### src/hdl/crc8_packet_framer_macros.svh
// ----------------------------------------------------------------------------
// Assertion macros for the CRC-8 packet framer
// Shorthand for clocked assertions with an active-low reset disable.
// ----------------------------------------------------------------------------
`ifndef CRC8_PACKET_FRAMER_MACROS_SVH
`define CRC8_PACKET_FRAMER_MACROS_SVH

// The consequent must hold in the same cycle as the antecedent.
`define CRC8PF_ASSERT_SAME(label, clk, rst_n, ante, cons, msg) \
  label: assert property (@(posedge clk) disable iff (!rst_n) (ante) |-> (cons)) \
    else $error(msg);

// The consequent must hold in the cycle after the antecedent.
`define CRC8PF_ASSERT_NEXT(label, clk, rst_n, ante, cons, msg) \
  label: assert property (@(posedge clk) disable iff (!rst_n) (ante) |=> (cons)) \
    else $error(msg);

`endif

### src/hdl/crc8pf_pkg.sv
// ----------------------------------------------------------------------------
// CRC-8 packet framer package
// Shared types, constants and the byte-wise CRC update.
// ----------------------------------------------------------------------------
package crc8pf_pkg;

  localparam int unsigned ByteW         = 8;
  localparam int unsigned LenW          = 3;
  localparam int unsigned IdxW          = 3;
  localparam int unsigned PayloadFields = 4;
  localparam int unsigned HeaderBytes   = 4;
  localparam int unsigned MaxPayloadDef = 4;
  localparam int unsigned QueueDepthDef = 2;
  localparam int unsigned AddrW         = 3;
  localparam int unsigned DataW         = 32;

  // Register index of the node address (paddr bits above the byte offset).
  localparam logic [AddrW-3:0] RegNodeAddr = '0;

  // CRC-8/Bluetooth computed in reflected form: polynomial 0xA7 bit-reversed.
  localparam logic [ByteW-1:0] CrcPolyRefl = 8'hE5;
  localparam logic [ByteW-1:0] CrcInit     = 8'h00;

  typedef struct packed {
    logic [ByteW-1:0] msg_type;
    logic [LenW-1:0]  payload_len;
    logic [ByteW-1:0] payload_byte_0;
    logic [ByteW-1:0] payload_byte_1;
    logic [ByteW-1:0] payload_byte_2;
    logic [ByteW-1:0] payload_byte_3;
  } req_t;

  typedef struct packed {
    logic [ByteW-1:0] out_byte;
    logic             last_byte;
  } resp_t;

  // A classified packet: CRC done, length saturated, ready to serialize.
  typedef struct packed {
    logic [ByteW-1:0]                    crc;
    logic [ByteW-1:0]                    addr;
    logic [LenW-1:0]                     len;
    logic [ByteW-1:0]                    msg_type;
    logic [PayloadFields-1:0][ByteW-1:0] payload;
  } pkt_t;

  // One byte of the reflected CRC: input and output need no bit reversal.
  function automatic logic [ByteW-1:0] crc8_byte(input logic [ByteW-1:0] acc,
                                                 input logic [ByteW-1:0] data);
    logic [ByteW-1:0] c;
    c = acc ^ data;
    for (int b = 0; b < ByteW; b++) begin
      c = c[0] ? ((c >> 1) ^ CrcPolyRefl) : (c >> 1);
    end
    return c;
  endfunction

endpackage

### src/hdl/crc8_packet_framer.sv
// The first byte of a packet is registered in the serializer after the front end's CRC loop
// and the queue. The request rate is set by the serializer, which sends one byte per cycle unless
// out_ready_i holds it off, 4 + len bytes (4 to 8) per packet; the CRC loop is shorter.
// Reset: asynchronous, active low; clears the handshake state, the queue and the node
// address (to 0). No clearing pass is needed.
// ----------------------------------------------------------------------------
// CRC-8 packet framer
// Frames one packet per request: CRC, address, length, type and payload bytes.
// ----------------------------------------------------------------------------
module crc8_packet_framer
  import crc8pf_pkg::*;
#(
  parameter int unsigned MaxPayload = MaxPayloadDef,
  parameter int unsigned QueueDepth = QueueDepthDef
) (
  input  logic             clk_i,
  input  logic             rst_ni,
  input  logic             psel,
  input  logic             penable,
  input  logic             pwrite,
  input  logic [AddrW-1:0] paddr,
  input  logic [DataW-1:0] pwdata,
  output logic [DataW-1:0] prdata,
  output logic             pready,
  input  logic             in_valid_i,
  output logic             in_ready_o,
  input  req_t             in_req_i,
  output logic             out_valid_o,
  input  logic             out_ready_i,
  output resp_t            out_resp_o
);

  logic [ByteW-1:0] node_address_q;
  logic             sel_node;
  logic             cfg_write;
  logic             push_valid, push_ready;
  pkt_t             push_pkt;
  logic             pop_valid, pop_ready;
  pkt_t             pop_pkt;

  assign pready    = 1'b1;
  assign sel_node  = (paddr[AddrW-1:2] == RegNodeAddr);
  assign cfg_write = psel && penable && pwrite && pready;
  assign prdata    = sel_node ? {{(DataW-ByteW){1'b0}}, node_address_q} : '0;

  always_ff @(posedge clk_i or negedge rst_ni) begin
    if (!rst_ni) begin
      node_address_q <= '0;
    end else if (cfg_write && sel_node) begin
      node_address_q <= pwdata[ByteW-1:0];
    end
  end

  crc8pf_front #(
    .MaxPayload(MaxPayload)
  ) u_front (
    .clk_i       (clk_i),
    .rst_ni      (rst_ni),
    .node_addr_i (node_address_q),
    .in_valid_i  (in_valid_i),
    .in_ready_o  (in_ready_o),
    .in_req_i    (in_req_i),
    .push_valid_o(push_valid),
    .push_ready_i(push_ready),
    .push_pkt_o  (push_pkt)
  );

  crc8pf_queue #(
    .Depth(QueueDepth)
  ) u_queue (
    .clk_i       (clk_i),
    .rst_ni      (rst_ni),
    .push_valid_i(push_valid),
    .push_ready_o(push_ready),
    .push_pkt_i  (push_pkt),
    .pop_valid_o (pop_valid),
    .pop_ready_i (pop_ready),
    .pop_pkt_o   (pop_pkt)
  );

  crc8pf_back u_back (
    .clk_i      (clk_i),
    .rst_ni     (rst_ni),
    .pop_valid_i(pop_valid),
    .pop_ready_o(pop_ready),
    .pop_pkt_i  (pop_pkt),
    .out_valid_o(out_valid_o),
    .out_ready_i(out_ready_i),
    .out_resp_o (out_resp_o)
  );

endmodule

### src/hdl/crc8pf_front.sv
// ----------------------------------------------------------------------------
// Packet framer front end
// Accepts a request, saturates the length and runs the CRC one byte a cycle.
// ----------------------------------------------------------------------------
`include "crc8_packet_framer_macros.svh"

module crc8pf_front
  import crc8pf_pkg::*;
#(
  parameter int unsigned MaxPayload = MaxPayloadDef
) (
  input  logic             clk_i,
  input  logic             rst_ni,
  input  logic [ByteW-1:0] node_addr_i,
  input  logic             in_valid_i,
  output logic             in_ready_o,
  input  req_t             in_req_i,
  output logic             push_valid_o,
  input  logic             push_ready_i,
  output pkt_t             push_pkt_o
);

  localparam int unsigned Limit = (MaxPayload < PayloadFields) ? MaxPayload : PayloadFields;

  localparam logic [1:0] StIdle = 2'd0;
  localparam logic [1:0] StCalc = 2'd1;
  localparam logic [1:0] StDone = 2'd2;

  // Byte positions within the CRC coverage (address is folded in at accept).
  localparam logic [IdxW-1:0] PosLen     = 3'd1;
  localparam logic [IdxW-1:0] PosType    = 3'd2;
  localparam logic [IdxW-1:0] PosPayload = 3'd3;

  logic [1:0]       state_q, state_d;
  pkt_t             pkt_q;
  logic [IdxW-1:0]  idx_q;
  logic [IdxW-1:0]  last_idx;
  logic [IdxW-1:0]  pay_off;
  logic [ByteW-1:0] byte_sel;
  logic [LenW-1:0]  len_sat;
  logic             accept;
  logic             push;

  assign len_sat = (in_req_i.payload_len > LenW'(Limit)) ? LenW'(Limit)
                                                         : in_req_i.payload_len;

  assign push       = (state_q == StDone) && push_ready_i;
  assign in_ready_o = (state_q == StIdle) || push;
  assign accept     = in_valid_i && in_ready_o;

  assign push_valid_o = (state_q == StDone);
  assign push_pkt_o   = pkt_q;

  assign last_idx = PosType + IdxW'(pkt_q.len);
  assign pay_off  = idx_q - PosPayload;

  always_comb begin
    case (idx_q)
      PosLen:  byte_sel = {{(ByteW-LenW){1'b0}}, pkt_q.len};
      PosType: byte_sel = pkt_q.msg_type;
      default: byte_sel = pkt_q.payload[pay_off[1:0]];
    endcase
  end

  always_comb begin
    state_d = state_q;
    unique case (state_q)
      StIdle: begin
        if (accept) state_d = StCalc;
      end
      StCalc: begin
        if (idx_q == last_idx) state_d = StDone;
      end
      StDone: begin
        if (push) state_d = accept ? StCalc : StIdle;
      end
      default: state_d = StIdle;
    endcase
  end

  always_ff @(posedge clk_i or negedge rst_ni) begin
    if (!rst_ni) begin
      state_q <= StIdle;
    end else begin
      state_q <= state_d;
    end
  end

  always_ff @(posedge clk_i) begin
    if (accept) begin
      pkt_q.crc      <= crc8_byte(CrcInit, node_addr_i);
      pkt_q.addr     <= node_addr_i;
      pkt_q.len      <= len_sat;
      pkt_q.msg_type <= in_req_i.msg_type;
      pkt_q.payload  <= {in_req_i.payload_byte_3, in_req_i.payload_byte_2,
                         in_req_i.payload_byte_1, in_req_i.payload_byte_0};
      idx_q          <= PosLen;
    end else if (state_q == StCalc) begin
      pkt_q.crc <= crc8_byte(pkt_q.crc, byte_sel);
      idx_q     <= idx_q + 3'd1;
    end
  end

  // A finished packet must not change while the queue holds it off.
  `CRC8PF_ASSERT_NEXT(a_done_holds, clk_i, rst_ni, (state_q == StDone) && !push_ready_i, $stable(pkt_q), "front: packet changed while waiting for the queue")

endmodule

### src/hdl/crc8pf_queue.sv
// ----------------------------------------------------------------------------
// Packet framer queue
// Short FIFO of classified packets between front end and serializer.
// ----------------------------------------------------------------------------
`include "crc8_packet_framer_macros.svh"

module crc8pf_queue
  import crc8pf_pkg::*;
#(
  parameter int unsigned Depth = QueueDepthDef
) (
  input  logic clk_i,
  input  logic rst_ni,
  input  logic push_valid_i,
  output logic push_ready_o,
  input  pkt_t push_pkt_i,
  output logic pop_valid_o,
  input  logic pop_ready_i,
  output pkt_t pop_pkt_o
);

  localparam int unsigned PtrW = (Depth > 1) ? $clog2(Depth) : 1;
  localparam int unsigned CntW = $clog2(Depth + 1);

  pkt_t            mem_q [Depth];
  logic [PtrW-1:0] wr_ptr_q, rd_ptr_q;
  logic [CntW-1:0] count_q;
  logic            push;
  logic            pop;

  assign push_ready_o = (count_q != CntW'(Depth));
  assign pop_valid_o  = (count_q != '0);
  assign push         = push_valid_i && push_ready_o;
  assign pop          = pop_valid_o && pop_ready_i;
  assign pop_pkt_o    = mem_q[rd_ptr_q];

  always_ff @(posedge clk_i) begin
    if (push) mem_q[wr_ptr_q] <= push_pkt_i;
  end

  always_ff @(posedge clk_i or negedge rst_ni) begin
    if (!rst_ni) begin
      wr_ptr_q <= '0;
      rd_ptr_q <= '0;
      count_q  <= '0;
    end else begin
      if (push) begin
        wr_ptr_q <= (wr_ptr_q == PtrW'(Depth - 1)) ? '0 : wr_ptr_q + 1'b1;
      end
      if (pop) begin
        rd_ptr_q <= (rd_ptr_q == PtrW'(Depth - 1)) ? '0 : rd_ptr_q + 1'b1;
      end
      if (push && !pop) begin
        count_q <= count_q + 1'b1;
      end else if (pop && !push) begin
        count_q <= count_q - 1'b1;
      end
    end
  end

  `CRC8PF_ASSERT_NEXT(a_count_up, clk_i, rst_ni, push && !pop, count_q == $past(count_q) + 1'b1, "queue: fill count did not follow a lone push")

endmodule

### src/hdl/crc8pf_back.sv
// ----------------------------------------------------------------------------
// Packet framer serializer
// Takes packets from the queue and sends them out one byte per beat.
// ----------------------------------------------------------------------------
`include "crc8_packet_framer_macros.svh"

module crc8pf_back
  import crc8pf_pkg::*;
(
  input  logic  clk_i,
  input  logic  rst_ni,
  input  logic  pop_valid_i,
  output logic  pop_ready_o,
  input  pkt_t  pop_pkt_i,
  output logic  out_valid_o,
  input  logic  out_ready_i,
  output resp_t out_resp_o
);

  localparam logic [IdxW-1:0] PosCrc     = 3'd0;
  localparam logic [IdxW-1:0] PosAddr    = 3'd1;
  localparam logic [IdxW-1:0] PosLen     = 3'd2;
  localparam logic [IdxW-1:0] PosType    = 3'd3;
  localparam logic [IdxW-1:0] PosPayload = 3'd4;

  logic             have_q;
  pkt_t             pkt_q;
  logic [IdxW-1:0]  idx_q;
  logic             out_valid_q;
  resp_t            out_resp_q;
  logic [IdxW-1:0]  last_idx;
  logic [IdxW-1:0]  pay_off;
  logic [ByteW-1:0] byte_sel;
  logic             emit;
  logic             is_last;
  logic             take;

  assign last_idx    = PosType + IdxW'(pkt_q.len);
  assign is_last     = (idx_q == last_idx);
  assign emit        = have_q && (!out_valid_q || out_ready_i);
  assign pop_ready_o = !have_q || (emit && is_last);
  assign take        = pop_valid_i && pop_ready_o;
  assign pay_off     = idx_q - PosPayload;

  assign out_valid_o = out_valid_q;
  assign out_resp_o  = out_resp_q;

  always_comb begin
    case (idx_q)
      PosCrc:  byte_sel = pkt_q.crc;
      PosAddr: byte_sel = pkt_q.addr;
      PosLen:  byte_sel = {{(ByteW-LenW){1'b0}}, pkt_q.len};
      PosType: byte_sel = pkt_q.msg_type;
      default: byte_sel = pkt_q.payload[pay_off[1:0]];
    endcase
  end

  always_ff @(posedge clk_i or negedge rst_ni) begin
    if (!rst_ni) begin
      have_q      <= 1'b0;
      out_valid_q <= 1'b0;
      idx_q       <= PosCrc;
    end else begin
      if (take) begin
        have_q <= 1'b1;
        idx_q  <= PosCrc;
      end else if (emit) begin
        have_q <= !is_last;
        idx_q  <= idx_q + 3'd1;
      end
      if (emit) begin
        out_valid_q <= 1'b1;
      end else if (out_ready_i) begin
        out_valid_q <= 1'b0;
      end
    end
  end

  always_ff @(posedge clk_i) begin
    if (take) pkt_q <= pop_pkt_i;
    if (emit) begin
      out_resp_q.out_byte  <= byte_sel;
      out_resp_q.last_byte <= is_last;
    end
  end

  `CRC8PF_ASSERT_SAME(a_idx_in_range, clk_i, rst_ni, have_q, idx_q <= last_idx, "serializer: byte index ran past the packet end")
  `CRC8PF_ASSERT_NEXT(a_drop_after_last, clk_i, rst_ni, emit && is_last && !pop_valid_i, !have_q, "serializer: still busy after the last byte")

endmodule
### config.mk
export PLATFORM = sky130hd
export DESIGN_NAME = crc8_packet_framer
export DESIGN_NICKNAME = d
export VERILOG_FILES = /design/src/hdl/crc8pf_pkg.sv /design/src/hdl/crc8_packet_framer.sv /design/src/hdl/crc8pf_front.sv /design/src/hdl/crc8pf_queue.sv /design/src/hdl/crc8pf_back.sv
export VERILOG_INCLUDE_DIRS = /design/src /design/src/hdl
export SDC_FILE = /design/constraint.sdc
export NUM_CORES = 1
export LEC_CHECK = 0
export BUFFER_PORTS_ARGS = -buffer_cell sky130_fd_sc_hd__clkbuf_2
export CAP_MARGIN = 30
export CORE_MARGIN = 2
export CORE_UTILIZATION = 40
export CTS_CLUSTER_DIAMETER = 60
export DETAILED_ROUTE_END_ITERATION = 16
export PLACE_DENSITY_LB_ADDON = 0.2
export SLEW_MARGIN = 40
export SYNTH_ARGS = -nofsm -noshare
export SYNTH_HDL_FRONTEND = slang
export SYNTH_HIERARCHICAL = 1
export SYNTH_SLANG_ARGS = --single-unit
### constraint.sdc
create_clock -name clk_i -period 11.25 [get_ports clk_i]
set_clock_uncertainty 0.05 [all_clocks]
set_input_delay 0.5625 -clock clk_i [delete_from_list [all_inputs] [get_ports clk_i]]
set_output_delay 0.5625 -clock clk_i [all_outputs]
set_load 0.005 [all_outputs]
==> impl_metrics.yaml, run 1 <==
run_status:
  outcome: "complete, no violations"
yosys:
  synth_common_cells: "edfxtp_1, mux2_4, xnor2_1"
  synth_area_leaders: "edfxtp_1, mux2_4, dfrtp_1"
  syn_area_um2: 11100
  async_flop_share_pct: 7.12
  synthFlopType: "edfxtp_1"
  syn_avg_cell_area_um2: 19.0
  synth_edf_count: 245
  yosys_warnings: 6
  syn_inst: 586
  synth-seq-cells: 267
  yosysTopAreaCell: "edfxtp_1"
  synth_top_area_share_pct: 66.2
  synthDistinctLibCells: 53
  yosysSeqAreaShare_pct: 71.0
  yosysMostFrequentCell: "edfxtp_1"
power_and_ir_drop:
  max-vdd-ir-drop_uv: 255
  p_leak_uw: 0.00472
  power.density_nw_per_um2: 314
sta:
  final.setup.tns_ps: 0
  rsz0062_at_grt: "false"
  period_share_pct: 30.5
  relSlewSlack_pct: 44.5
  setup_violations: 0
  setup_ws_ps: 7820
  worst_pin_slew_ps: 833
  hold_viol: 0
  period_needed_ps: 3430
  max_freq_ghz: 0.292
  slew_violations: 0
critical_path:
  reg2reg_slack_ps: 7820
  arrival_ps: 3640
  setup.worst_path.class: "reg2reg"
  crit_chain: "inv_1 -> ha_1 -> mux4_1 -> a32oi_1 -> xnor2_1 -> xnor2_2 -> xnor2_2 -> xor2_1 -> a21oi_1"
  path_max_fanout: 13
  path_common_cell: "xnor2_2"
  endpoint_kind: "register"
  worstSetupStartpointType: "register"
  critPathRequiredTime_ps: 11470
  slowest_delay_ps: 670
  slowest_stage: "ha_1"
drt:
  vias_per_cell: 4.78
  ant_nets: 0
  routed_wl_mm: 19.8
  drc: 0
  drtIter0Drc: 393
  wl_per_cell_um: 18.3
  via_count: 5177
  drt_first_pass_iters: 5
floorplan:
  fp.dieH_um: 171
  start_util_pct: 40.4
  dieArea_um2: 29100
  rows: 61
  io_pins: 129
  die_w_um: 171
  core_area_um2: 27600
layout:
  antenna_cells: 0
  fin_nets: 778
  drive_gt1_share_pct: 34.0
  area_growth_pct: 14.8
cts:
  cts_inserted_buffers: 29
  cts.sinks: 267
  cts_resized: 0
  htreeDepth: 1
  path_clk_slew_ps: 60
  cts_max_path_buffers: 3
  clk_latency_ps: 540
  root_buffer: "clkbuf_16"
  cts_tree: "built"
placed_design:
  post-dp-hpwl_mm: 13.0
  dp_worst_setup_slack_ps: 7750
  routabilityCongestion: 0.738
  portBuffers: 77
grt:
  antenna_found_initial: 0
  grt_pass1_vias: 5420
  track_usage_pct: 13.8
  grt_overflow: 0
  grt_max_degree: 60
  grt_pass1_wl_mm: 30.4
run:
  max-cap-violations: 0
worst_hold_path:
  hp-class: "in2reg"
where the power goes:
group | switching, µW | total [µW] | internal [µW]
Combinational | 748 | 1480 | 735
Sequential | 158 | 1570 | 1410
Clock | 380 | 956 | 576
Total | 1290 | 4010 | 2720
final cells by class:
class / count / area (µm²)
clock buffers: 35 / 798
clock inverters: 19 / 189
fillers: 2327 / 14800
inverters: 19 / 71.3
multi-input cells: 282 / 2860
flip-flops and latches: 267 / 7900
well taps: 378 / 473
repair buffers: 84 / 477
registers in the layout (all words and copies together), names as in the netlist:
register,count
u_back/pkt_q,59
u_queue/wr_ptr_q,1
u_front/idx_q,3
u_back/out_resp_o,9
u_back/idx_q,3
u_back/have_q,1
node_address_q,8
u_queue/mem_q,118
u_back/out_valid_o,1
u_front/state_q,2
u_queue/rd_ptr_q,1
u_queue/count_q,2
u_front/push_pkt_o,59
metrics by stage:
stage	util, %	instance area (µm²)	total power, µW	cells	hold WS, ps
after global placement	42.5	11700	3040	1027	375
after floorplan	-	11200	2780	609	217
final	46.3	12800	4010	1084	147
after CTS	46.3	12800	4050	1084	125
after detailed placement	42.7	11800	3080	1029	386
after global routing	46.3	12800	4250	1084	117
final timing paths:
kind,to,startpoint,cells past startpoint
worst max register to register,u_front/push_pkt_o[51]$_DFFE_PP_,u_front/idx_q[0]$_SDFFE_PP1P_,9
worst min register to register,u_queue/mem_q[1][50]$_DFFE_PP_,u_front/push_pkt_o[50]$_DFFE_PP_,0
min in group asynchronous,u_queue/count_q[0]$_DFFE_PN0P_,rst_ni,2
max in group asynchronous,u_queue/rd_ptr_q$_DFFE_PN0P_,rst_ni,2
worst min-delay path,u_front/push_pkt_o[7]$_DFFE_PP_,in_req_i[31],1
worst max-delay path,u_front/push_pkt_o[51]$_DFFE_PP_,u_front/idx_q[0]$_SDFFE_PP1P_,9
repair_timing:
action                    4_1_cts  5_1_grt
setup buffers                   0        0
hold buffers                    1        0
hold endpoints to repair       19        0
critical path: cells and delay by family, from the launching register on:
kind                       cells  cell delay, ps
buffers and inverters          1              90
xor gates and xnor gates       4             970
AOI/OAI and AO/OA              2             310
muxes                          1             430
adders and majority gates      1             670
DFF                            1             620
kinds of logic (layout without fill, tap and decap cells):
kind of cell / count (synthesis) / in the layout / synth area share (%)
fa+ha+maj: 10 / 10 / 1.13
flops: 267 / 267 / 71.0
xor+xnor: 55 / 55 / 4.97
mux: 83 / 83 / 12.2
compound gates: 49 / 49 / 3.39
simple gates: 60 / 60 / 3.17
buf+inv: 60 / 157 / 4.14
other cells: 2 / 25 / 0.0675
layout by cell type, fill, tap and decap left out, types with 7 or more instances in the layout:
master     Yosys  layout
clkbuf_2       0      77
mux4_2        12      12
a222oi_1       8       8
mux2_4        59      59
mux2_2         8       8
clkbuf_16      0      29
and2b_2       10      10
inv_1         17      17
clkinv_2       0       7
conb_1         2      25
nor2_1        12      11
xnor2_1       35      35
nand2_1       14      14
a21oi_1        7       7
ha_1          10      10
edfxtp_1     245     245
o21ai_1        8       8
dfrtp_1       19      17
xor2_1        13      13
layer usage:
metal  global-route usage (%)  routed length, µm  up-vias
met5                        0                  0        -
met4                     3.31                361        0
met3                     2.48                838       26
met2                     24.4              10200      128
met1                     17.6               8380     2636
li1                         -                  -     2387
No activity file was read; power rests on OpenSTA's default activity.
==> run 2: changes to the inputs <==
clock period = 2.9 ns   (was 11.25 ns; I/O delays follow)
==> impl_metrics.yaml, run 2 (synthesis gave the netlist of run 1 again) <==
run_status:
  outcome: "complete, no violations"
placed_design:
  post-dp-hpwl_mm: 13.2
  dpl_cell_area_um2: 12000
  portBuffers: 77
  routabilityCongestion: 0.739
grt:
  grt_pass1_vias: 5605
  grt_max_degree: 60
  grt_pass1_wl_mm: 31.4
  grt_overflow: 0
  track_usage_pct: 14.2
  antenna_found_initial: 0
critical_path:
  worstSetupStartpointType: "register"
  critPathRequiredTime_ps: 3130
  r2r_start: "u_front/idx_q[0]$_SDFFE_PP1P_"
  endpoint_kind: "register"
  cp-startpoint: "u_front/idx_q[0]$_SDFFE_PP1P_"
  path_max_fanout: 12
  reg2reg_slack_ps: 180
  r2r_cells: 8
  r2r_end: "u_front/push_pkt_o[51]$_DFFE_PP_"
  setup.worst_path.class: "reg2reg"
  critPathCapture: "u_front/push_pkt_o[51]$_DFFE_PP_"
  arrival_ps: 2950
drt:
  routed_wl_mm: 20.1
  drtIter0Drc: 444
  ant_nets: 0
  vias_per_cell: 4.63
  via_count: 5357
  drc: 0
  wl_per_cell_um: 17.4
  drt_first_pass_iters: 4
layout:
  fin_nets: 853
  layout_common_cells: "edfxtp_1, clkbuf_2, dlygate4sd3_1, mux2_4, xnor2_1"
  area_growth_pct: 21.0
  mostFrequentLayoutCell: "edfxtp_1"
  utilization_pct: 48.8
  drive_gt1_share_pct: 31.3
  antenna_cells: 0
  top_register: "u_queue/mem_q"
  largest_reg_flops: 118
  finish.instance_area_um2: 13500
power_and_ir_drop:
  power.density_nw_per_um2: 1180
  p_leak_uw: 0.00502
  max-vdd-ir-drop_uv: 1360
  p_total_uw: 15800
floorplan:
  rows: 61
  core_area_um2: 27600
  dieArea_um2: 29100
  fp.dieH_um: 171
  io_pins: 129
  die_w_um: 171
  start_util_pct: 40.4
sta:
  period_share_pct: 93.9
  setup_violations: 0
  period_needed_ps: 2720
  max_freq_ghz: 0.367
  final.setup.tns_ps: 0
  relSlewSlack_pct: 47.5
  slew_violations: 0
  worst_pin_slew_ps: 786
  rsz0062_at_grt: "false"
  hold_viol: 0
  whs_ps: 15.4
cts:
  cts_tree: "built"
  cts_resized: 0
  htreeDepth: 1
  cts_hold_buf: 59
  cts_inserted_buffers: 28
  cts.sinks: 267
  root_buffer: "clkbuf_16"
  clk_latency_ps: 530
  cts_max_path_buffers: 3
  post-cts-setup-buffers: 0
  path_clk_slew_ps: 60
run:
  max-cap-violations: 0
worst_hold_path:
  hold-path-cell-count: 3
  hp-class: "in2reg"
  min_from: "penable"
## run 2: cell type report
| type | count | area, µm² |
|---|---|---|
| repair buffers | 160 | 1240 |
| inverters | 19 | 71.3 |
| clock inverters | 12 | 133 |
| fillers | 2272 | 14100 |
| clock buffers | 39 | 773 |
| well taps | 378 | 473 |
| flip-flops and latches | 267 | 7900 |
| multi-input cells | 282 | 2860 |
## run 2: metal layers
layer	GRT usage (%)	part of all wire [%]
met2	25.7	53
met5	0	0
met4	3.57	1.8
met3	2.17	3.8
met1	17.7	42
## run 2: where the power goes
part           internal, µW  switching (µW)
logic                  3310            3060
registers              5460             532
clock network          2110            1360
## run 2: worst min-delay path by stage
| stage | to |
|---|---|
| finish | node_address_q[0]$_DFFE_PN0P_ |
| global route | node_address_q[0]$_DFFE_PN0P_ |
| CTS | node_address_q[0]$_DFFE_PN0P_ |
| detailed placement | u_queue/count_q[0]$_DFFE_PN0P_ |
| global placement | u_back/have_q$_DFFE_PN0P_ |
| floorplan | node_address_q[0]$_DFFE_PN0P_ |
## run 2: critical path: stages, from the launching register on
cell,delay (ps)
dfxtp_1,320
buf_4,290
mux4_1,620
a32oi_1,220
xnor2_1,240
xnor2_2,180
xnor2_2,290
xor2_1,170
a21oi_1,80
## run 2: per-stage QoR
step | worst slack [ps] | cells
after CTS | 145 | 1157
after global placement | 161 | 1047
after detailed placement | 147 | 1047
after floorplan | 205 | 609
final | 178 | 1157
after global routing | 34.4 | 1157
